<file path="src/design/lafi_ram.sv">
module lafi_ram #(
  parameter int WIDTH = 16,
  parameter int DEPTH = 4,
  localparam int AW = (DEPTH > 1) ? $clog2(DEPTH) : 1
) (
  input  logic             clk,
  input  logic             we,
  input  logic [AW-1:0]    waddr,
  input  logic [WIDTH-1:0] wdata,
  input  logic [AW-1:0]    raddr,
  output logic [WIDTH-1:0] rdata
);

  logic [WIDTH-1:0] mem [DEPTH];

  always_ff @(posedge clk) begin
    if (we) begin
      mem[waddr] <= wdata;
    end
    rdata <= mem[raddr];
  end

endmodule

</file>
<file path="config.mk">
export PLATFORM = sky130hd
export DESIGN_NAME = lafi_ram
export DESIGN_NICKNAME = d
export VERILOG_FILES = /design/src/design/lafi_ram.sv
export SDC_FILE = /design/constraint.sdc
export NUM_CORES = 1
export LEC_CHECK = 0
export BUFFER_PORTS_ARGS = -buffer_cell sky130_fd_sc_hd__buf_2
export CAP_MARGIN = 20
export CORE_MARGIN = 10
export CORE_UTILIZATION = 30
export DETAILED_ROUTE_END_ITERATION = 6
export GPL_TIMING_DRIVEN = 1
export PLACE_DENSITY_LB_ADDON = 0.05
export SYNTH_ARGS = -nofsm -noshare
export SYNTH_HDL_FRONTEND = slang
export SYNTH_SLANG_ARGS = --single-unit
</file>
<file path="constraint.sdc">
create_clock -name clk -period 5.65 [get_ports clk]
set_input_delay 1.13 -clock clk [delete_from_list [all_inputs] [get_ports clk]]
set_output_delay 1.13 -clock clk [all_outputs]
set_load 0.05 [all_outputs]
</file>
Word-level counts from Yosys, hierarchy flattened
Memory sizes are Yosys's and may differ from the RTL's. A register that Yosys moved wholly into a read port is not among the register bits.
Cells that the tools add are included.
{"block": "totals", "regBits": 0, "ramBits": 64, "output_inout_bits": 16, "mem_count": 1}
{"block": "classes", "muxes": 2}
{"memory": "mem", "words": 4, "word_bits": 16, "rd": 1, "rd_ports_with_merged_regs": 1, "write_ports": 1, "line": "14", "source": "logic [WIDTH-1:0] mem [DEPTH];"}
{"operator": "1-bit 2-to-1 mux", "count": 2}

Longest topological paths before layout
Gate-level depths: netlist (run 1).
{"block": "logic_depth", "ltp_word": 2, "ltp_mapped": 3, "ltp_nobuf": 1}

Worst setup path after synthesis (run 1)
No wires, ideal clock.
{"block": "synth_timing", "kind": "input to register", "start": "input waddr[0]", "end": "memory mem[0][0], enable pin", "arrival_time_ps": 2383, "required_ps": 5237, "setup_slack_ps": 2854, "cell_stages": 1, "n_path_buf": 0, "path_cell_list": "nor3b_1"}
{"item": "start: declaration", "line": "8", "source": "input logic [AW-1:0] waddr,"}
{"item": "end: declaration", "line": "14"}
Straight into the memory's write port.

Final worst setup path (run 1)
{"block": "layout_timing", "start": "input waddr[1]", "end": "memory mem[1][10], enable pin"}
Straight into the memory's write port.

==> results_dict.tcl, run 1 <==
set metrics [dict create \
    drc 0 \
    pin_count 38 \
    worst-path-max-fanout 16 \
    drt.antenna.violating_nets 0 \
    crit_required_ns 5.61 \
    fmax_mhz 476 \
    min_period_over_period_pct 37.1 \
    syn-num-nets 126 \
    synthAdderAreaFrac_pct 0 \
    clockBufferDepth 2 \
    die_w_um 115 \
    drt-pass1-iter-count 3 \
    cts_sinks 80 \
    antenna_cells 0 \
    yosys_warnings 0 \
    drv_cap 0 \
    holdCritPathClass "flip-flop to flip-flop" \
    ys_types 10 \
    ctsHtreeMaxLevel 3 \
    antenna_found_initial 0 \
    cts_buffers 9 \
    grt_pass1_wl_mm 7.49 \
    cts_setup_buffers 0 \
    routed_wl_mm 4.77 \
    hold_viol 0 \
    fin_util_pct 37.1 \
    drt_iter0_drc 30 \
    total_power_mw 1.27 \
    grt_max_degree 17 \
    slew_violations 0 \
    cts_tree "yes" \
    syn_to_final_growth_pct 19.9 \
    rsz0062_at_grt "false" \
    dpl-instance-area_mm2 0.00299 \
    crit_family "simple AND/OR/NAND/NOR gates" \
    grt_pass1_vias 1326 \
    path_buf_inv 1 \
    final_nets 171 \
    via_count 1151 \
    ir_drop_v 0.000150 \
    port_buffers 37 \
    syn-mean-instance-area_um2 25.9 \
    final_area_mm2 0.00323 \
    post-route-min-period_ns 2.10 \
    synth_top_family_by_area "multiplexers" \
    synth-simple-area-share_pct 1.16 \
    grt_overflow 0 \
    netlist_area_mm2 0.00270 \
    end_kind "flip-flop" \
    ctsResizeCount 0 \
    path_class "primary input to flip-flop" \
    synth-seq-area-share_pct 83.1 \
    critPathLaunchType "primary input" \
    viasPerCell 4.39 \
    cp.arrival_ns 2.06 \
    synth_seq_cells 80 \
    synth.area.mux_share_pct 14.2 \
    fin_tns_setup_ns 0 \
    synth_xor_xnor_area_share_pct 0 \
    routedWlPerCell_um 18.2 \
    gp_congestion 0.601 \
    fp.dieH_um 115 \
    cp_slowest_cell "and3b_1" \
    place_inst 246 \
    rows 34 \
    clk_latency_ns 0.34 \
    leakage_nw 1.15 \
    max_slew_margin_pct 38.6 \
    holdBufCountCts 0 \
    status "complete, no violations" \
    grt_use_total_pct 7.80 \
    max_stage_delay_ns 0.80 \
    syn_inst 104 \
    setup_viol 0 \
    die_area_mm2 0.0132 \
    max_slew.worst_pin.slew_ns 0.921 \
    crit_path_cell_trace "buf_2 > and3b_1" \
    stdcell_count 262 \
    start_util_pct 30.9 \
    synth-compound-area-share_pct 0 \
    cts-root-buf "clkbuf_8" \
    drive_gt1_share_pct 41.6 \
    hpwl_mm 2.88 \
    p_per_area_mw_per_mm2 394 \
    fin_worst_skew_ns 0.00852 \
    clkTransAtPathRegs_ns 0.08 \
    core_area_mm2 0.00872 \
]
[worst paths after layout]
check / startpoint / end / slack (ns) / cells after the start
setup reg to reg: mem[0][4] / rdata[4] / 4.67 / 1
setup / recovery: waddr[1] / mem[1][10] / 3.55 / 2
hold / removal: mem[1][4] / rdata[4] / 0.54 / 1
hold reg to reg: mem[1][4] / rdata[4] / 0.54 / 1
[synthesized netlist by cell type (all sizes together)]
cell,count,area (µm²)
mux4,16,383
nor3b,1,7.51
and3b,2,17.5
buf,4,41.3
edfxtp,64,1920
and3,1,6.26
dfxtp,16,320
[where the power goes]
part	internal [mW]	switching [mW]	total (mW)
combinational	0.0300	0.0687	0.0987
sequential	0.671	0.00688	0.678
clock	0.306	0.192	0.498
[registers in the layout, indices dropped and copies added (netlist names)]
signal	flops
rdata	16
mem	64
[stage by stage]
step	setup slack [ns]	hold slack, ns
4_1_cts	3.52	0.546
5_1_grt	3.49	0.560
2_1_floorplan	2.85	0.516
6_report	3.55	0.544
3_3_place_gp	3.20	0.523
3_5_place_dp	3.14	0.528
[cells in the final DEF, fill, tap and decap left out, drive strengths merged]
cell type,synthesis,layout
bufinv,0,3
clkbuf,0,11
edfxtp,64,64
mux4,16,16
clkinv,0,2
buf,4,38
dfxtp,16,16
and3b,2,2
and3,1,1
nor3b,1,1
[final cells by class]
class	instances	area (µm²)
sequential	80	2240
timing repair buffer	38	193
tap	108	135
clock inverter	5	104
multi-input combinational	20	419
fill	802	5490
clock buffer	11	141
[cell families after synthesis]
family	after synthesis
buffers and inverters	4
DFF	80
muxes	16
and+or+nand+nor	4
[routing by layer]
layer / up-vias / track usage (%) / routed length [µm] / share of wire, %
li1: 524 / - / - / -
met1: 590 / 8.61 / 2060 / 43
met2: 32 / 12.6 / 2400 / 50
met3: 5 / 3.70 / 238 / 5.0
met4: 0 / 3.47 / 69 / 1.4
met5: - / 0 / 0 / 0
No activity file was read; power rests on OpenSTA's default activity.
==> run 2: changes to the inputs <==
- clock period: 5.65 -> 1.75 ns (I/O delays scaled with it)
==> run 2 against run 1 <==
  * Global-route usage about the same
  * Core utilization decreased by 0.10 points
  * Clock power increased to 2.6 times the previous value
  * Non-clock buffer count increased by 4
  * Sequential share of layout area increased by 0.19 points
  * Critical endpoint is now rdata[5]
==> results_dict.tcl, run 2 (synthesized netlist as in run 1, its figures left out) <==
set metrics [dict create \
    status "complete, no violations" \
    fillers 798 \
    hold_ws_ns 0.230 \
    path_class "flip-flop to output port" \
    drt-pass1-iter-count 4 \
    ctsResizeCount 0 \
    grt_overflow 0 \
    die_area_mm2 0.0132 \
    leakage_nw 1.15 \
    syn_to_final_growth_pct 19.6 \
    max_slew_margin_pct 69.7 \
    grt_pass1_wl_mm 7.46 \
    crit_path_cell_trace "buf_2" \
    hold_viol 0 \
    grt_use_total_pct 7.84 \
    final_common_cell "edfxtp_1" \
    max_stage_delay_ns 0.34 \
    fin_worst_skew_ns 0.00737 \
    final-seq-area_mm2 0.00224 \
    clk_latency_ns 0.33 \
    routed_wl_mm 4.80 \
    pin_count 38 \
    ctsHtreeMaxLevel 3 \
    path_buf_inv 1 \
    reg2reg_depth 1 \
    slew_violations 0 \
    port_buffers 37 \
    rsz0062_at_grt "false" \
    cp_slowest_cell "dfxtp_1" \
    final_nets 175 \
    dpl-instance-area_mm2 0.00304 \
    start_util_pct 30.9 \
    crit_required_ns 1.40 \
    ir_drop_v 0.000379 \
    holdBufCountCts 0 \
    cts_tree "yes" \
    clockBufferDepth 2 \
    top_regs "mem: 64 flops, rdata: 16 flops" \
    rows 34 \
    antenna_cells 0 \
    p_per_area_mw_per_mm2 1170 \
    largest_reg_flops 64 \
    fmax_mhz 777 \
    cts_buffers 9 \
    fin_tns_setup_ns 0 \
    pre_cts_ws_ns 0.384 \
    fp.dieH_um 115 \
    holdCritPathClass "primary input to flip-flop" \
    drv_cap 0 \
    end_kind "output port" \
    critPathLaunchType "flip-flop" \
    setup_viol 0 \
    hold_path_depth 1 \
    cts-root-buf "clkbuf_8" \
    cts_setup_buffers 0 \
    viasPerCell 4.35 \
    grt_max_degree 17 \
    core_area_mm2 0.00872 \
    cts_sinks 80 \
    post-route-min-period_ns 1.29 \
    cp.arrival_ns 0.94 \
    multiInputGateArea_um2 425 \
    die_w_um 115 \
    clkTransAtPathRegs_ns 0.08 \
    antenna_found_initial 0 \
    crit_cells 1 \
    setup_ws_ns 0.464 \
    gp_congestion 0.587 \
    drt_iter0_drc 46 \
    final_area_mm2 0.00323 \
    via_count 1156 \
    fin_util_pct 37.0 \
    drt.antenna.violating_nets 0 \
    layout_common_cells "edfxtp_1 (64), buf_2 (37), dfxtp_1 (16), mux4_2 (10), clkbuf_8 (9)" \
    drc 0 \
    largest-register "mem" \
    routedWlPerCell_um 18.1 \
    drive_gt1_share_pct 42.4 \
    crit_family "flip-flops" \
    grt_pass1_vias 1355 \
    worst-path-max-fanout 1 \
    min_period_over_period_pct 73.5 \
    max_slew.worst_pin.slew_ns 0.454 \
]
run 2: layout make-up:
class                   count  share of cell area (%)
well taps                 108                    4.19
repair buffers             42                    7.29
multi-input cells          20                    13.2
clock buffers              10                    3.96
clock inverters             6                    1.86
flip-flops and latches     80                    69.5
run 2: report_power, final:
part	switching (mW)	internal (mW)
combinational	0.223	0.106
clock	0.620	0.652
sequential	0.0229	2.17
run 2: stage by stage:
| step | cells | power [mW] |
|---|---|---|
| 6_report | 266 | 3.79 |
| 5_1_grt | 266 | 3.97 |
| 4_1_cts | 266 | 3.86 |
| 3_5_place_dp | 250 | 2.57 |
| 3_3_place_gp | 250 | 2.56 |
| 2_1_floorplan | 104 | 2.46 |
run 2: path summary, 6_finish.rpt:
path	slack, ns	endpoint	startpoint
max	0.46	rdata[5]	rdata[5]
min	0.23	mem[2][9]	wdata[9]
max reg2reg	0.76	rdata[3]	mem[1][3]
min reg2reg	0.54	rdata[4]	mem[3][4]
run 2: routing by layer:
metal / global-route usage, % / routed length, µm / vias to the layer above
met5: 0 / 0 / -
met4: 4.21 / 60 / 0
met3: 2.71 / 203 / 6
met2: 12.8 / 2500 / 30
met1: 8.93 / 2040 / 584
li1: - / - / 536
