[src/design/lafi_pkg.sv]
package lafi_pkg;

  localparam int TAPS_DEF   = 4;
  localparam int QSHIFT     = 15;
  localparam int SAMPLE_W   = 16;
  localparam int STEP_W     = 10;
  localparam int CFG_IDX_W  = 3;
  localparam int CFG_DATA_W = 16;
  localparam int MUL_A_W    = SAMPLE_W + STEP_W + 1;
  localparam int PROD_W     = MUL_A_W + SAMPLE_W;

  localparam logic [CFG_IDX_W-1:0] CFG_COEF_BASE = 3'd0;
  localparam logic [CFG_IDX_W-1:0] CFG_STEP      = 3'd4;

  localparam logic signed [SAMPLE_W-1:0] COEF_RST = 16'sd8192;
  localparam logic [STEP_W-1:0]          STEP_RST = 10'd5;

  typedef struct packed {
    logic signed [SAMPLE_W-1:0] sample_in;
  } sample_t;

  typedef struct packed {
    logic signed [SAMPLE_W-1:0] error_out;
  } error_t;

  typedef enum logic [1:0] {
    OP_REF  = 2'd0,
    OP_ADP  = 2'd1,
    OP_STEP = 2'd2,
    OP_UPD  = 2'd3
  } mul_op_t;

  typedef enum logic [6:0] {
    S_IDLE  = 7'b0000001,
    S_FILT  = 7'b0000010,
    S_DRAIN = 7'b0000100,
    S_ERR   = 7'b0001000,
    S_SE    = 7'b0010000,
    S_UPD   = 7'b0100000,
    S_WB    = 7'b1000000
  } state_t;

  typedef struct packed {
    logic    load_sample;
    logic    load_err;
    logic    mul_en;
    mul_op_t op;
    logic    tap_new;
    logic    samp_vld;
    logic    wgt_vld;
  } ctrl_t;

endpackage

[src/design/lafi_seq.sv]
module lafi_seq
  import lafi_pkg::*;
#(
  parameter int TAPS = TAPS_DEF,
  localparam int AW = (TAPS > 1) ? $clog2(TAPS) : 1,
  localparam int CW = $clog2(2 * TAPS + 1)
) (
  input  logic          clk,
  input  logic          rst,
  input  logic          in_valid,
  output logic          in_ready,
  output logic          out_valid,
  input  logic          out_ready,
  output ctrl_t         ctrl,
  output logic [AW-1:0] coef_idx,
  output logic [AW-1:0] wgt_raddr,
  output logic [AW-1:0] wgt_waddr,
  output logic          wgt_we,
  output logic [AW-1:0] samp_raddr,
  output logic [AW-1:0] samp_waddr,
  output logic          samp_we
);

  state_t          state;
  logic [CW-1:0]   cnt;
  logic [AW-1:0]   ptr;
  logic [TAPS-1:0] hist_vld;
  logic [TAPS-1:0] wgt_vld;
  logic [CW-1:0]   dat_idx;
  logic [CW-1:0]   wb_idx;
  logic [CW-1:0]   rd_idx;
  logic [CW-1:0]   ptr_ext;
  logic [CW-1:0]   samp_off;
  logic            samp_vld_q;
  logic            wgt_vld_q;
  logic            accept;
  logic            err_go;

  assign in_ready = (state == S_IDLE);
  assign accept   = in_valid && in_ready;
  assign err_go   = (state == S_ERR) && (!out_valid || out_ready);

  always_comb begin
    unique case (state)
      S_FILT:  rd_idx = CW'((cnt + CW'(1)) >> 1);
      S_UPD:   rd_idx = cnt + CW'(1);
      default: rd_idx = '0;
    endcase
  end

  assign ptr_ext = CW'(ptr);

  always_comb begin
    if (ptr_ext >= rd_idx) begin
      samp_off = ptr_ext - rd_idx;
    end else begin
      samp_off = ptr_ext + CW'(TAPS) - rd_idx;
    end
  end

  assign samp_raddr = samp_off[AW-1:0];
  assign wgt_raddr  = (rd_idx < CW'(TAPS)) ? rd_idx[AW-1:0] : '0;
  assign samp_waddr = ptr;
  assign samp_we    = accept;
  assign wgt_waddr  = wb_idx[AW-1:0];
  assign wgt_we     = ((state == S_UPD) && (cnt != '0)) || (state == S_WB);
  assign coef_idx   = dat_idx[AW-1:0];

  always_comb begin
    ctrl.load_sample = accept;
    ctrl.load_err    = err_go;
    ctrl.tap_new     = (dat_idx == '0);
    ctrl.samp_vld    = samp_vld_q;
    ctrl.wgt_vld     = wgt_vld_q;
    unique case (state)
      S_FILT: begin
        ctrl.mul_en = 1'b1;
        ctrl.op     = cnt[0] ? OP_ADP : OP_REF;
      end
      S_ERR: begin
        ctrl.mul_en = err_go;
        ctrl.op     = OP_STEP;
      end
      S_UPD: begin
        ctrl.mul_en = 1'b1;
        ctrl.op     = OP_UPD;
      end
      default: begin
        ctrl.mul_en = 1'b0;
        ctrl.op     = OP_REF;
      end
    endcase
  end

  always_ff @(posedge clk) begin
    if (rst) begin
      state      <= S_IDLE;
      cnt        <= '0;
      ptr        <= '0;
      hist_vld   <= '0;
      wgt_vld    <= '0;
      dat_idx    <= '0;
      wb_idx     <= '0;
      samp_vld_q <= 1'b0;
      wgt_vld_q  <= 1'b0;
      out_valid  <= 1'b0;
    end else begin
      dat_idx    <= rd_idx;
      wb_idx     <= dat_idx;
      samp_vld_q <= hist_vld[samp_raddr];
      wgt_vld_q  <= wgt_vld[wgt_raddr];
      if (accept) begin
        hist_vld[ptr] <= 1'b1;
      end
      if (wgt_we) begin
        wgt_vld[wgt_waddr] <= 1'b1;
      end
      if (err_go) begin
        out_valid <= 1'b1;
      end else if (out_ready) begin
        out_valid <= 1'b0;
      end
      unique case (state)
        S_IDLE: begin
          if (accept) begin
            cnt   <= '0;
            state <= S_FILT;
          end
        end
        S_FILT: begin
          if (cnt == CW'(2 * TAPS - 1)) begin
            state <= S_DRAIN;
          end else begin
            cnt <= cnt + CW'(1);
          end
        end
        S_DRAIN: begin
          state <= S_ERR;
        end
        S_ERR: begin
          if (err_go) begin
            state <= S_SE;
          end
        end
        S_SE: begin
          cnt   <= '0;
          state <= S_UPD;
        end
        S_UPD: begin
          if (cnt == CW'(TAPS - 1)) begin
            state <= S_WB;
          end else begin
            cnt <= cnt + CW'(1);
          end
        end
        S_WB: begin
          ptr   <= (ptr == AW'(TAPS - 1)) ? '0 : ptr + AW'(1);
          state <= S_IDLE;
        end
        default: begin
          state <= S_IDLE;
        end
      endcase
    end
  end

endmodule

[config.mk]
export PLATFORM = sky130hd
export DESIGN_NAME = lafi_seq
export DESIGN_NICKNAME = d
export VERILOG_FILES = /design/src/design/lafi_pkg.sv /design/src/design/lafi_seq.sv
export SDC_FILE = /design/constraint.sdc
export NUM_CORES = 1
export LEC_CHECK = 0
export ABC_AREA = 1
export BUFFER_PORTS_ARGS = -buffer_cell sky130_fd_sc_hd__buf_2
export CAP_MARGIN = 20
export CORE_ASPECT_RATIO = 1.4
export CORE_MARGIN = 3
export CORE_UTILIZATION = 55
export CTS_BUF_LIST = sky130_fd_sc_hd__clkbuf_16
export DETAILED_ROUTE_END_ITERATION = 10
export PLACE_DENSITY = 0.78
export SYNTH_ARGS = -nofsm -noshare
export SYNTH_HDL_FRONTEND = slang
export SYNTH_SLANG_ARGS = --single-unit
export TNS_END_PERCENT = 5
[constraint.sdc]
create_clock -name clk -period 2.2 [get_ports clk]
set_input_delay 0.33 -clock clk [delete_from_list [all_inputs] [get_ports clk]]
set_output_delay 0.33 -clock clk [all_outputs]
set_load 0.005 [all_outputs]
**Word level (Yosys, flattened, before mapping)**

Cells that the tools add are included.

- Add/sub/neg operators: 5
- Order comparisons: 8
- Equality and inequality tests: 16
- Mux-type cells: 25
- Bitwise operators: 2
- Reductions and logical operators: 14

Operators with widths:

| kind | number |
|---|---|
| $pmux 7 s6 | 1 |
| $mux 7 | 4 |
| $pmux 4 s4 | 1 |
| $lt 2x3->1 const B | 4 |
| $mux 4 | 3 |
| $pmux 3 s3 | 1 |
| $ne 2x2->1 const B | 4 |
| $or 4x4->4 | 2 |
| $pmux 4 s2 | 1 |
| $reduce_and 4->1 | 2 |
| $reduce_bool 4->1 | 2 |
| $eq 7x1->1 const B | 1 |
| $eq 7x2->1 const B | 1 |
| $eq 7x3->1 const B | 1 |
| $eq 7x4->1 const B | 1 |
| $eq 7x5->1 const B | 1 |
| $eq 7x6->1 const B | 1 |
| $eq 7x7->1 const B | 1 |
| $mux 1 | 7 |
| $mux 2 | 3 |
| $logic_and 1x1->1 | 5 |
| $add 2x1->2 const B | 2 |
| $add 4x1->4 const B | 1 |
| $bmux 1 s2 | 2 |
| 13 further kinds | 18 |

- Register bits: 30
- Input port bits: 4
- Output and inout bits: 22

**Longest topological paths before layout**

- Depth in word-level cells: 6
- Depth in mapped cells: 11

**Worst setup path after synthesis**

No wires, ideal clock.

- Path type: register to output
- Start point: register cnt[0]
- End point: output samp_raddr[1]
- Arrival: 1.707 ns
- Setup slack: 0.163 ns
- Cell stages (with the launch flop): 9
- Cell sequence: dfxtp_1 > inv_1 > ha_1 > nand3_1 > nand2_2 > ha_1 > inv_1 > fa_1 > clkbuf_1

- Cells in the longest elaborated chain, start to end: 4
- Elaborated cells between the ends (all ways): 6

Ends and longest elaborated chain:

| element | line | source |
|---|---|---|
| start, declared | lafi_seq.sv:25 | `logic [CW-1:0] cnt;` |
| start signal, assigned | lafi_seq.sv:134 | `cnt <= cnt + CW'(1);` |
| start signal, assigned | lafi_seq.sv:153 | `cnt <= cnt + CW'(1);` |
| $add 4x1->4 (*) | lafi_seq.sv:45, lafi_seq.sv:46 |  |
| $pmux 4 s2 (*) | lafi_seq.sv:44 | `unique case (state)` |
| net rd_idx[0] | lafi_seq.sv:31 | `logic [CW-1:0] rd_idx;` |
| $ge 2x4->1 (tied with other cells) | lafi_seq.sv:54 | `if (ptr_ext >= rd_idx) begin` |
| $mux 2 (*) | lafi_seq.sv:54 |  |
| end, declared | lafi_seq.sv:19 | `output logic [AW-1:0] samp_raddr,` |

Mark *: on every way through the listed nets, which the timed path passes. The rest lies on a longest branch.

**Worst setup path after layout**

Ends and elaborated chain as after synthesis.

==> results.md <==
- Status: finished with violations
- Die height: 71.55 microns
- Critical Path End Type: output port
- MaxCap Viol Count: 0
- Clk Latency, worst-skew pair: 0.27 ns
- WP data arrival: 1.93 ns
- Unique masters post-synth: 36
- Post-synth top area cell: dfxtp_1
- Violated checks: negative setup slack
- Max transition margin: about three quarters
- Mapped cell area: 1688 sq um
- Average routed wire per standard cell: between 10 and 15 microns
- Crit share post-route: 102.7%
- Pin count of the biggest net entering global routing: 25
- Fraction of layout cells with a size suffix above 1: around 44%
- Sequential cell area fraction in the yosys report: 35.58%
- CTS H-tree depth: 2
- Synth top area cells: dfxtp_1 36%, inv_1 6.7%, nand2_4 5.3%
- Drt first-iter violations: 26
- Row count: 23
- Peak VDD IR: approximately 570 uV
- Die ar.: 3779 sq um
- Placer Congestion: 0.8710
- Routed wire length: 3496 microns
- CP Launch Point: cnt[0]
- Slew Limit Fails: 0
- Global route overflow: 0
- Initial core utilization: about three fifths
- Final instance area: approximately 2100 sq um
- P&R area growth vs syn: 23.87%
- Fin crit period: roughly 2.3 ns
- NumNets Final: 260
- RSZ-0062 raised after global routing: true
- Clock buffer depth: 2
- FF+latch count, synth: 30
- Most frequent cells in the layout: 27 x inv_1, 27 x dfxtp_1, 25 x buf_2
- Initial antenna violation count: 0
- Setup Crit Path Kind: reg2out
- Hold WC Path Type: in2reg
- Hold_sp: out_ready
- PortBufs: 25
- Total track usage: 21.17%
- # diodes: 0
- DP Cell Count: 267
- Setup TNS: -0.06006 ns
- Setup Skew: ~0.0019 ns
- CTS Root Cell: clkbuf_16
- CTS clk-pin slew, worst paths: 0.05 ns
- # DRC: 0
- Drt pass-1 iters: 4
- Non-Filler Instances: 286
- DP Area: 1822 sq um
- Worst R2R Start: cnt[0]
- Vias/cell: 4.993
- Remaining antenna violation count after routing: 0
- Share of the synthesized area in the top cell type: 35.58%
- Synthesized area per cell: roughly 8.0 sq um
- CTS tree: done
- Dpl hpwl: 2492 microns
- Clk sink count: 30
- F_max: 0.4425 GHz
- CTS Buf Count: 5
- Mapped Cells: 212
- Top Ports: 26
- P per Cell Area: 645.3 nW/um^2
- Final Hold Viols: 0
- Vias in the first global route: 1,366
- Post-Syn Nets: roughly 220
- Vias: 1,428
- WP data required: 1.87 ns
- Crit-path max FO: 3
- Setup ws final: -0.06006 ns
- Leak pwr: 0.9964 nW
- Worst slew pin tran: around 0.38 ns
- YS warnings: 0
- Core ar.: 2907 sq um
- Wire length of the first global-routing pass: 5878 microns
- CP Launch Type: flip-flop
- Final setup fails: 1
- Die W: 52.82 microns
==> cell families (layout without fill, tap and decap cells) <==
group,Yosys count,in the layout,synth area share [%]
AND/OR/NAND/NOR,91,91,33.95
XOR/XNOR,1,1,0.5190
buffers and inverters,54,91,13.42
adder cells (fa/ha/maj),8,8,6.375
AO/OA/AOI/OAI,28,28,10.16
flip-flops,30,30,35.58
==> critical path, stage by stage (launching register included) <==
cell     delay, ns
dfxtp_2       0.35
inv_2         0.06
ha_4          0.28
nand3_2       0.09
nand2_2       0.11
ha_4          0.13
inv_2         0.03
fa_1          0.50
buf_2         0.12
==> metal layers <==
| metal | track usage [%] | up-vias | wire (microns) |
|---|---|---|---|
| li1 | - | 727 | - |
| met1 | 22.15 | 666 | 1491 |
| met2 | 37.71 | 27 | 1793 |
| met3 | 4.990 | 8 | 129 |
| met4 | 11.08 | 0 | 80 |
| met5 | 0 | - | 0 |
==> state kept, by name, summed over array words and instances (netlist names) <==
register and flops:
state 7, cnt 4, dat_idx 4, hist_vld 4, wgt_vld 4, samp_waddr 2, wb_idx 2, out_valid 1
samp_vld_q 1, wgt_vld_q 1
==> metrics by stage <==
step | hold slack (ns) | util [%] | setup slack (ns) | total power, mW
floorplan | 0.4165 | - | 0.1632 | 0.6799
global placement | 0.4233 | 62.68 | 0.1260 | 0.7077
detailed placement | 0.4276 | 62.68 | 0.09352 | 0.7089
CTS | 0.3550 | 70.68 | -0.04554 | 1.349
global route | 0.3699 | 71.93 | -0.1065 | 1.402
finish | 0.3587 | 71.93 | -0.06006 | 1.349
==> cell usage after synthesis <==
| library cell | count |
|---|---|
| xor2_1 | 1 |
| nor4_1 | 2 |
| clkinv_2 | 1 |
| nor2_4 | 5 |
| and3_1 | 1 |
| o211ai_1 | 1 |
| nor2_2 | 3 |
| a21oi_2 | 4 |
| nand3_1 | 14 |
| inv_2 | 12 |
| clkbuf_1 | 4 |
| nor3_1 | 1 |
| nand3_4 | 1 |
| nand2_1 | 21 |
| nand2_2 | 7 |
| nor2_8 | 1 |
| buf_4 | 6 |
| nand2_4 | 8 |
| nor4_2 | 1 |
| clkinv_1 | 1 |
| o21ai_1 | 1 |
| nand4_2 | 1 |
| fa_1 | 1 |
| or2_4 | 1 |
| nor2_1 | 18 |
| o21ai_2 | 2 |
| a211oi_1 | 1 |
| a21oi_1 | 14 |
| a31oi_1 | 1 |
| nand3_2 | 4 |
| ha_1 | 7 |
| dfxtp_1 | 30 |
| o21ai_0 | 3 |
| inv_1 | 30 |
| nand4_1 | 2 |
| o21a_1 | 1 |
==> power by group <==
group | switching [mW] | leakage (nW) | total [mW] | internal, mW
clock network | 0.227 | 0.0724 | 0.634 | 0.407
logic | 0.0937 | 0.680 | 0.153 | 0.0596
registers | 0.00625 | 0.244 | 0.562 | 0.556
==> timing repair <==
item / CTS / global route
setup buffers: 8 / 3
hold buffers: 0 / 0
hold endpoints to repair: 0 / 0
gates resized for setup: 10 / 6
setup endpoints to repair: 1 / 2
pin swaps: 5 / 6
==> layout make-up <==
type,instances,area (sq um)
multi-input combinational,128,905.9
fill,243,815.8
sequential,30,604.3
timing repair buffer,39,230.2
inverter,44,166.4
clock buffer,5,125.1
tap,37,46.29
clock inverter,3,12.51
==> final timing paths <==
kind | to | slack, ns | cells after the start
max | samp_raddr[1] | -0.06 | 8
min | state[3] | 0.36 | 4
max reg2reg | samp_vld_q | 0.12 | 11
min reg2reg | wb_idx[1] | 0.43 | 2
(Power assumes the default switching activity.)
