## src/design/lafi_pkg.sv

```systemverilog
package lafi_pkg;

  localparam int TAPS_DEF   = 4;
  localparam int QSHIFT     = 15;
  localparam int SAMPLE_W   = 16;
  localparam int STEP_W     = 10;
  localparam int CFG_IDX_W  = 3;
  localparam int CFG_DATA_W = 16;
  localparam int MUL_A_W    = SAMPLE_W + STEP_W + 1;
  localparam int PROD_W     = MUL_A_W + SAMPLE_W;

  localparam logic [CFG_IDX_W-1:0] CFG_COEF_BASE = 3'd0;
  localparam logic [CFG_IDX_W-1:0] CFG_STEP      = 3'd4;

  localparam logic signed [SAMPLE_W-1:0] COEF_RST = 16'sd8192;
  localparam logic [STEP_W-1:0]          STEP_RST = 10'd5;

  typedef struct packed {
    logic signed [SAMPLE_W-1:0] sample_in;
  } sample_t;

  typedef struct packed {
    logic signed [SAMPLE_W-1:0] error_out;
  } error_t;

  typedef enum logic [1:0] {
    OP_REF  = 2'd0,
    OP_ADP  = 2'd1,
    OP_STEP = 2'd2,
    OP_UPD  = 2'd3
  } mul_op_t;

  typedef enum logic [6:0] {
    S_IDLE  = 7'b0000001,
    S_FILT  = 7'b0000010,
    S_DRAIN = 7'b0000100,
    S_ERR   = 7'b0001000,
    S_SE    = 7'b0010000,
    S_UPD   = 7'b0100000,
    S_WB    = 7'b1000000
  } state_t;

  typedef struct packed {
    logic    load_sample;
    logic    load_err;
    logic    mul_en;
    mul_op_t op;
    logic    tap_new;
    logic    samp_vld;
    logic    wgt_vld;
  } ctrl_t;

endpackage

```

## src/design/lafi_dp.sv

```systemverilog
module lafi_dp
  import lafi_pkg::*;
#(
  parameter int TAPS = TAPS_DEF,
  localparam int AW = (TAPS > 1) ? $clog2(TAPS) : 1
) (
  input  logic                       clk,
  input  logic                       rst,
  input  logic                       cfg_we,
  input  logic [CFG_IDX_W-1:0]       cfg_index,
  input  logic [CFG_DATA_W-1:0]      cfg_data,
  input  ctrl_t                      ctrl,
  input  logic [AW-1:0]              coef_idx,
  input  logic signed [SAMPLE_W-1:0] sample_in,
  input  logic signed [SAMPLE_W-1:0] samp_rdata,
  input  logic signed [SAMPLE_W-1:0] wgt_rdata,
  output logic signed [SAMPLE_W-1:0] wgt_wdata,
  output logic signed [SAMPLE_W-1:0] error_out
);

  logic signed [SAMPLE_W-1:0] coef [TAPS];
  logic [STEP_W-1:0]          step;
  logic signed [SAMPLE_W-1:0] sample_q;
  logic signed [SAMPLE_W-1:0] tap_val;
  logic signed [SAMPLE_W-1:0] wgt_val;
  logic signed [SAMPLE_W-1:0] d_acc;
  logic signed [SAMPLE_W-1:0] y_acc;
  logic signed [SAMPLE_W-1:0] err;
  logic signed [SAMPLE_W-1:0] w_hold;
  logic signed [SAMPLE_W-1:0] prod_lo;
  logic signed [MUL_A_W-1:0]  se_q;
  logic signed [MUL_A_W-1:0]  mul_a;
  logic signed [SAMPLE_W-1:0] mul_b;
  logic signed [PROD_W-1:0]   mul_full;
  logic signed [PROD_W-1:0]   prod;
  logic                       prod_vld;
  mul_op_t                    prod_op;

  always_ff @(posedge clk) begin
    if (rst) begin
      for (int k = 0; k < TAPS; k++) begin
        coef[k] <= COEF_RST;
      end
      step <= STEP_RST;
    end else if (cfg_we) begin
      for (int k = 0; k < TAPS; k++) begin
        if (cfg_index == CFG_COEF_BASE + CFG_IDX_W'(k)) begin
          coef[k] <= cfg_data[SAMPLE_W-1:0];
        end
      end
      if (cfg_index == CFG_STEP) begin
        step <= cfg_data[STEP_W-1:0];
      end
    end
  end

  assign tap_val = ctrl.tap_new ? sample_q : (ctrl.samp_vld ? samp_rdata : '0);
  assign wgt_val = ctrl.wgt_vld ? wgt_rdata : '0;
  assign err     = d_acc - y_acc;
  assign prod_lo = prod[QSHIFT+SAMPLE_W-1:QSHIFT];

  always_comb begin
    unique case (ctrl.op)
      OP_REF: begin
        mul_a = MUL_A_W'(coef[coef_idx]);
        mul_b = tap_val;
      end
      OP_ADP: begin
        mul_a = MUL_A_W'(wgt_val);
        mul_b = tap_val;
      end
      OP_STEP: begin
        mul_a = MUL_A_W'(err);
        mul_b = $signed({{(SAMPLE_W - STEP_W){1'b0}}, step});
      end
      OP_UPD: begin
        mul_a = se_q;
        mul_b = tap_val;
      end
      default: begin
        mul_a = '0;
        mul_b = '0;
      end
    endcase
  end

  assign mul_full = mul_a * mul_b;

  always_ff @(posedge clk) begin
    if (rst) begin
      prod_vld <= 1'b0;
      prod_op  <= OP_REF;
    end else begin
      prod_vld <= ctrl.mul_en;
      prod_op  <= ctrl.op;
    end
  end

  always_ff @(posedge clk) begin
    if (ctrl.mul_en) begin
      prod <= mul_full;
    end
    if (ctrl.mul_en && (ctrl.op == OP_UPD)) begin
      w_hold <= wgt_val;
    end
    if (ctrl.load_sample) begin
      sample_q <= sample_in;
    end
    if (ctrl.load_err) begin
      error_out <= err;
    end
    if (ctrl.load_sample) begin
      d_acc <= '0;
      y_acc <= '0;
    end else if (prod_vld && (prod_op == OP_REF)) begin
      d_acc <= d_acc + prod_lo;
    end else if (prod_vld && (prod_op == OP_ADP)) begin
      y_acc <= y_acc + prod_lo;
    end
    if (prod_vld && (prod_op == OP_STEP)) begin
      se_q <= prod[MUL_A_W-1:0];
    end
  end

  assign wgt_wdata = w_hold + prod_lo;

endmodule

```

## config.mk

```make
export PLATFORM = sky130hd
export DESIGN_NAME = lafi_dp
export DESIGN_NICKNAME = d
export VERILOG_FILES = /design/src/design/lafi_pkg.sv /design/src/design/lafi_dp.sv
export SDC_FILE = /design/constraint.sdc
export NUM_CORES = 1
export LEC_CHECK = 0
export ABC_AREA = 1
export BUFFER_PORTS_ARGS = -buffer_cell sky130_fd_sc_hd__buf_2
export CAP_MARGIN = 15
export CORE_ASPECT_RATIO = 1.4
export CORE_MARGIN = 5
export CORE_UTILIZATION = 65
export CTS_BUF_LIST = sky130_fd_sc_hd__clkbuf_2
export DETAILED_ROUTE_END_ITERATION = 8
export GPL_ROUTABILITY_DRIVEN = 0
export PLACE_DENSITY = 0.94
export SLEW_MARGIN = 20
export SYNTH_ARGS = -nofsm -noshare
export SYNTH_HDL_FRONTEND = slang
export SYNTH_SLANG_ARGS = --single-unit
```

## constraint.sdc

```tcl
create_clock -name clk -period 23.4 [get_ports clk]
set_input_delay 3.51 -clock clk [delete_from_list [all_inputs] [get_ports clk]]
set_output_delay 3.51 -clock clk [all_outputs]
set_load 0.01 [all_outputs]
```

# Yosys cells after proc, flatten, opt, wreduce, memory -nomap -nowiden
# Memory sizes are Yosys's and may differ from the RTL's.
# Cells that the tools add are included.
# W data, S select, Z words.
# totals
register_bits,151
ramBits,64
input_bits,80
out_inout_bits,32
n_memories,1
# mem_list
memory,words,word_bits,read_ports,rd_clocked_by_memory_dff,write_ports,line,text
coef,4,16,1,0,4,lafi_dp.sv:21,logic signed [SAMPLE_W-1:0] coef [TAPS];
# op_classes
add_sub_neg,4
multipliers,1
eq_ne,9
muxes,27
bitwise,5
reduce_logical,10
# op_table
operator,n
$mux W16,7
$pmux W27 S4,1
$add A16 B16 Y16,3
$pmux W16 S2,1
$mul A27 B16 Y31,1
$mux W1,18
$sub A16 B16 Y16,1
$eq A2 B2 Y1 const B,3
$eq A3 B2 Y1 const B,2
$eq A2 B1 Y1 const B,2
$logic_and A1 B1 Y1,4
$logic_not A2 Y1,2
$or A1 B1 Y1,4
$reduce_and A2 Y1,2
$eq A3 B1 Y1 const B,1
$eq A3 B3 Y1 const B,1
$logic_not A3 Y1,1
$reduce_or A3 Y1,1
$not A1 Y1,1

# Depth between registers and ports, before layout
# depth
ltp_word,6
ltp_mapped,43
ltp_nobuf,43

# Worst setup path before layout
# OpenSTA, ideal clock, no wires.
# synth_timing
path_kind,input port to flip-flop
from,input port ctrl[3] (netlist bit)
to,"register prod[28], data pin"
arrival_ps,9842
t_required_ps,23142
path_slack_ps,13300
cell_stages,33
n_path_buf,4
cell_sequence,buf_2 > nor2_2 > inv_2 > buf_2 > clkbuf_1 > nand2_1 > o22ai_1 > clkbuf_1 > nor2_1 > fa_1 > inv_1 > fa_1 > inv_1 > fa_1 > inv_1 > fa_1 > inv_1 > fa_1 > inv_1 > fa_1 > inv_1 > ha_1 > nand2_1 > o21a_1 > o221ai_1 > a21oi_1 > o21ai_0 > nand2_1 > o211ai_1 > nand3_1 > nand2_1 > a21oi_1 > xnor2_1
# synth_between
elab_chain_cells,4
elab_cells_between_ends,8
cone_classes,mul: 1; eq/ne: 3; mux: 2; reduce/logical: 2
# synth_lines
item,line,text
"start, declared",lafi_dp.sv:12,"input ctrl_t ctrl,"
$eq A2 B2 Y1 (tied with other cells),lafi_dp.sv:63,unique case (ctrl.op)
$reduce_or A3 Y1 (no line),-,
$pmux W16 S2,lafi_dp.sv:63,
$mul A27 B16 Y31 (*),lafi_dp.sv:87,assign mul_full = mul_a * mul_b;
via mul_full[28],lafi_dp.sv:34,logic signed [PROD_W-1:0] mul_full;
"end signal, assigned",lafi_dp.sv:101,prod <= mul_full;
"end, declared",lafi_dp.sv:35,logic signed [PROD_W-1:0] prod;
# The timed path passes the listed nets; every way through them passes the cells marked *.
# A chain may end at the register's enable or synchronous reset.

# Final worst setup path
# layout_timing
from,input port coef_idx[0]
to,"register prod[28], data pin"
# layout_between
elab_chain_cells,3
# layout_lines
item,line,text
"start, declared",lafi_dp.sv:13,"input logic [AW-1:0] coef_idx,"
$mem_v2 Z4 W16,-,
$pmux W27 S4,lafi_dp.sv:63,
$mul A27 B16 Y31,lafi_dp.sv:87,
via mul_full[28],lafi_dp.sv:34,
# The timed path passes the listed nets, and every way through them passes these cells.

==> metrics.md <==
| Metric | Value |
|---|---|
| Outcome | `finished, violations left` |
| Failing checks | `DRC` |
| CP max FO | `33` |
| Clock skew | `0.114 ns` |
| Post-synth EDFFs | `between 150 and 200` |
| Most frequent cells in the layout | `558 x inv_1, 475 x nand2_1, 345 x nor2_1` |
| Post-CTS resize count | `0` |
| FP Rows | `80` |
| RSZ-0062 raised after global routing | `false` |
| Starting density of the core | `0.656` |
| Post-Syn Nets | `3,124` |
| Synth Area per Inst | `8.57 um2` |
| Max-cap violations | `0` |
| DP Worst Slack | `12.00 ns` |
| Setup Viol. Count Final | `0` |
| Vias in the first global route | `about 21,000` |
| CTS tree | `done` |
| Maximum clock insertion buffer count | `3` |
| CTS Hold Bufs | `0` |
| Post-route setup slack | `12.47 ns` |
| Crit share post-route | `0.467` |
| Number of synthesized register bits | `215` |
| CP max-delay cell | `a31oi_1` |
| Synthesized cell area | `22,300 um2` |
| Clock latency on the worst-skew pair | `0.90 ns` |
| DRC | `5` |
| Drt first pass iters | `9` |
| Die Span X | `166 um` |
| FILL cells | `2,136` |
| Final wirelength | `70,500 um` |
| I/O pins | `112` |
| Post-synth ARST share | `0` |
| Core box area | `33,900 um2` |
| Clock sinks | `215` |
| First-pass GRT wire length | `~110,000 um` |
| Die area | `38,100 um2` |
| Syn. warnings | `0` |
| # nets final | `3,226` |
| Syn Inst Count | `2,600` |
| Most used DFF post-synth | `edfxtp_1` |
| Layout Area Growth over Synthesis | `6.62%` |
| Via/cell ratio | `6.27` |
| Fmax | `91.5 MHz` |
| Die height | `~230 um` |
| Aggregate global routing overflow | `0` |
| Crit end category | `flip-flop` |
| DR iter-0 viols | `between 2,000 and 3,000` |
| Post-synthesis sequential area ratio | `0.270` |
| HP Class | `flip-flop to flip-flop` |
| Worst Tran Pin Value | `1.19 ns` |
| Initial antenna violation count | `1` |
| Sum Neg Setup Slack | `0 ns` |
| Root buffer cell | `clkbuf_2` |
| Total GRT Usage | `0.368` |
| Worst EP arrival | `11.49 ns` |
| Largest net degree at the start of global routing | `42` |
| Routed Antenna Nets | `0` |
| I/O Buffers | `111` |
| Wirelength per Cell | `22.1 um` |
| Post-CTS Setup Bufs | `0` |
| WP data required | `~24 ns` |
| Overall via count from detail_route | `20,000` |
| Crit-path max cell delay | `0.87 ns` |
| Clock slew at the register clock pins of the worst setup and hold paths | `0.12 ns` |
| Yosys cell types | `50` |
| Critical path type | `primary input to flip-flop` |
| Tmin final | `10.93 ns` |
| Hpwl dp | `roughly 50,000 um` |
| Final slew viol count | `0` |
| Fin. Hold Viols | `0` |
| Max H-tree Level | `2` |
| Crit start category | `primary input` |
| Share of layout cells above drive strength 1 | `0.0851` |
| TritonCTS Buffers | `44` |
| Commonest non-fill, non-tap cell in the layout | `inv_1` |
| Rel. slew slack | `0.200` |
[final timing paths]
kind / startpoint / end / slack (ns) / cells after the start
hold reg to reg: prod[7] / se_q[7] / 0.40 / 0
setup reg to reg: d_acc[0] / prod[28] / 14.15 / 40
hold / removal: prod[7] / se_q[7] / 0.40 / 0
setup / recovery: coef_idx[0] / prod[28] / 12.47 / 29
[critical path: cells and delay by family]
family / cells / cell delay (ns)
fa+ha+maj: 7 / 3.27
compound gates: 6 / 1.83
buf+inv: 7 / 1.71
simple gates: 8 / 1.02
xor+xnor: 1 / 0.12
[state kept, by name, indices dropped and copies added (netlist names)]
register / count
coef: 64
prod: 31
se_q: 27
d_acc: 16
error_out: 16
sample_q: 16
w_hold: 16
y_acc: 16
step: 10
prod_op: 2
prod_vld: 1
[metal layers]
metal  vias to the layer above  wire, um  GRT usage  part of all wire
met1                      9223     20100      0.383              0.28
met5                         -         0          0                 0
met4                         0      8110      0.308              0.12
met3                       710      9390      0.106              0.13
met2                      1847     32900      0.612              0.47
li1                       8235         -          -                 -
[through the flow]
stage / hold slack (ns) / utilization / cells / area, um2
floorplan: 0.400 / - / 2600 / 22300
detailed placement: 0.405 / 0.686 / 3107 / 23300
global placement: 0.401 / 0.685 / 3107 / 23300
CTS: 0.379 / 0.700 / 3189 / 23700
finish: 0.400 / 0.700 / 3190 / 23700
global route: 0.396 / 0.700 / 3190 / 23700
[area by class of cell]
type | count | area (um2) | share of cell area
flip-flops and latches | 215 | 6010 | 0.253
diodes | 1 | 2.50 | 0.000105
inverters | 576 | 2160 | 0.0910
multi-input cells | 1740 | 13900 | 0.584
well taps | 451 | 564 | 0.0238
clock inverters | 20 | 174 | 0.00732
repair buffers | 125 | 661 | 0.0278
clock buffers | 62 | 310 | 0.0131
[synthesized netlist by cell type, types with 3 or more instances]
cell type / n / area, um2
inv_1: 558 / 2090
nand2_1: 475 / 1780
nor2_1: 346 / 1300
fa_1: 294 / 5890
edfxtp_1: 170 / 5100
ha_1: 150 / 1880
a21oi_1: 149 / 746
o21ai_0: 70 / 350
xor2_1: 64 / 561
clkbuf_1: 54 / 203
nand3_1: 53 / 265
dfxtp_1: 45 / 901
xnor2_1: 23 / 201
o22ai_1: 12 / 75.1
a32o_1: 11 / 110
clkinv_1: 9 / 33.8
inv_2: 9 / 33.8
a31oi_1: 8 / 50.1
buf_2: 8 / 40.0
o21bai_1: 8 / 60.1
o2111ai_1: 7 / 61.3
nand2_2: 6 / 37.5
nor3_1: 6 / 30.0
o211ai_1: 6 / 45.0
buf_1: 5 / 18.8
nand4_1: 5 / 31.3
a21boi_0: 4 / 30.0
a21o_1: 4 / 30.0
nand3b_1: 4 / 30.0
nor2_2: 4 / 25.0
o21ai_1: 4 / 20.0
and2_1: 3 / 18.8
o21a_1: 3 / 22.5
or2_2: 3 / 18.8
[kinds of logic (layout without fill, tap and decap cells)]
| logic type | after synthesis | in the layout | synth area share |
|---|---|---|---|
| AO/OA/AOI/OAI | 301 | 301 | 0.0777 |
| adder cells (fa/ha/maj) | 444 | 444 | 0.348 |
| AND/OR/NAND/NOR | 908 | 908 | 0.160 |
| other | 0 | 1 | 0 |
| buffers and inverters | 645 | 783 | 0.110 |
| flip-flops | 215 | 215 | 0.270 |
| XOR/XNOR | 87 | 87 | 0.0342 |
Power is left out: the tool's default activity adds up to more than one toggle a clock period on the data nets, which glitch-free logic cannot reach.
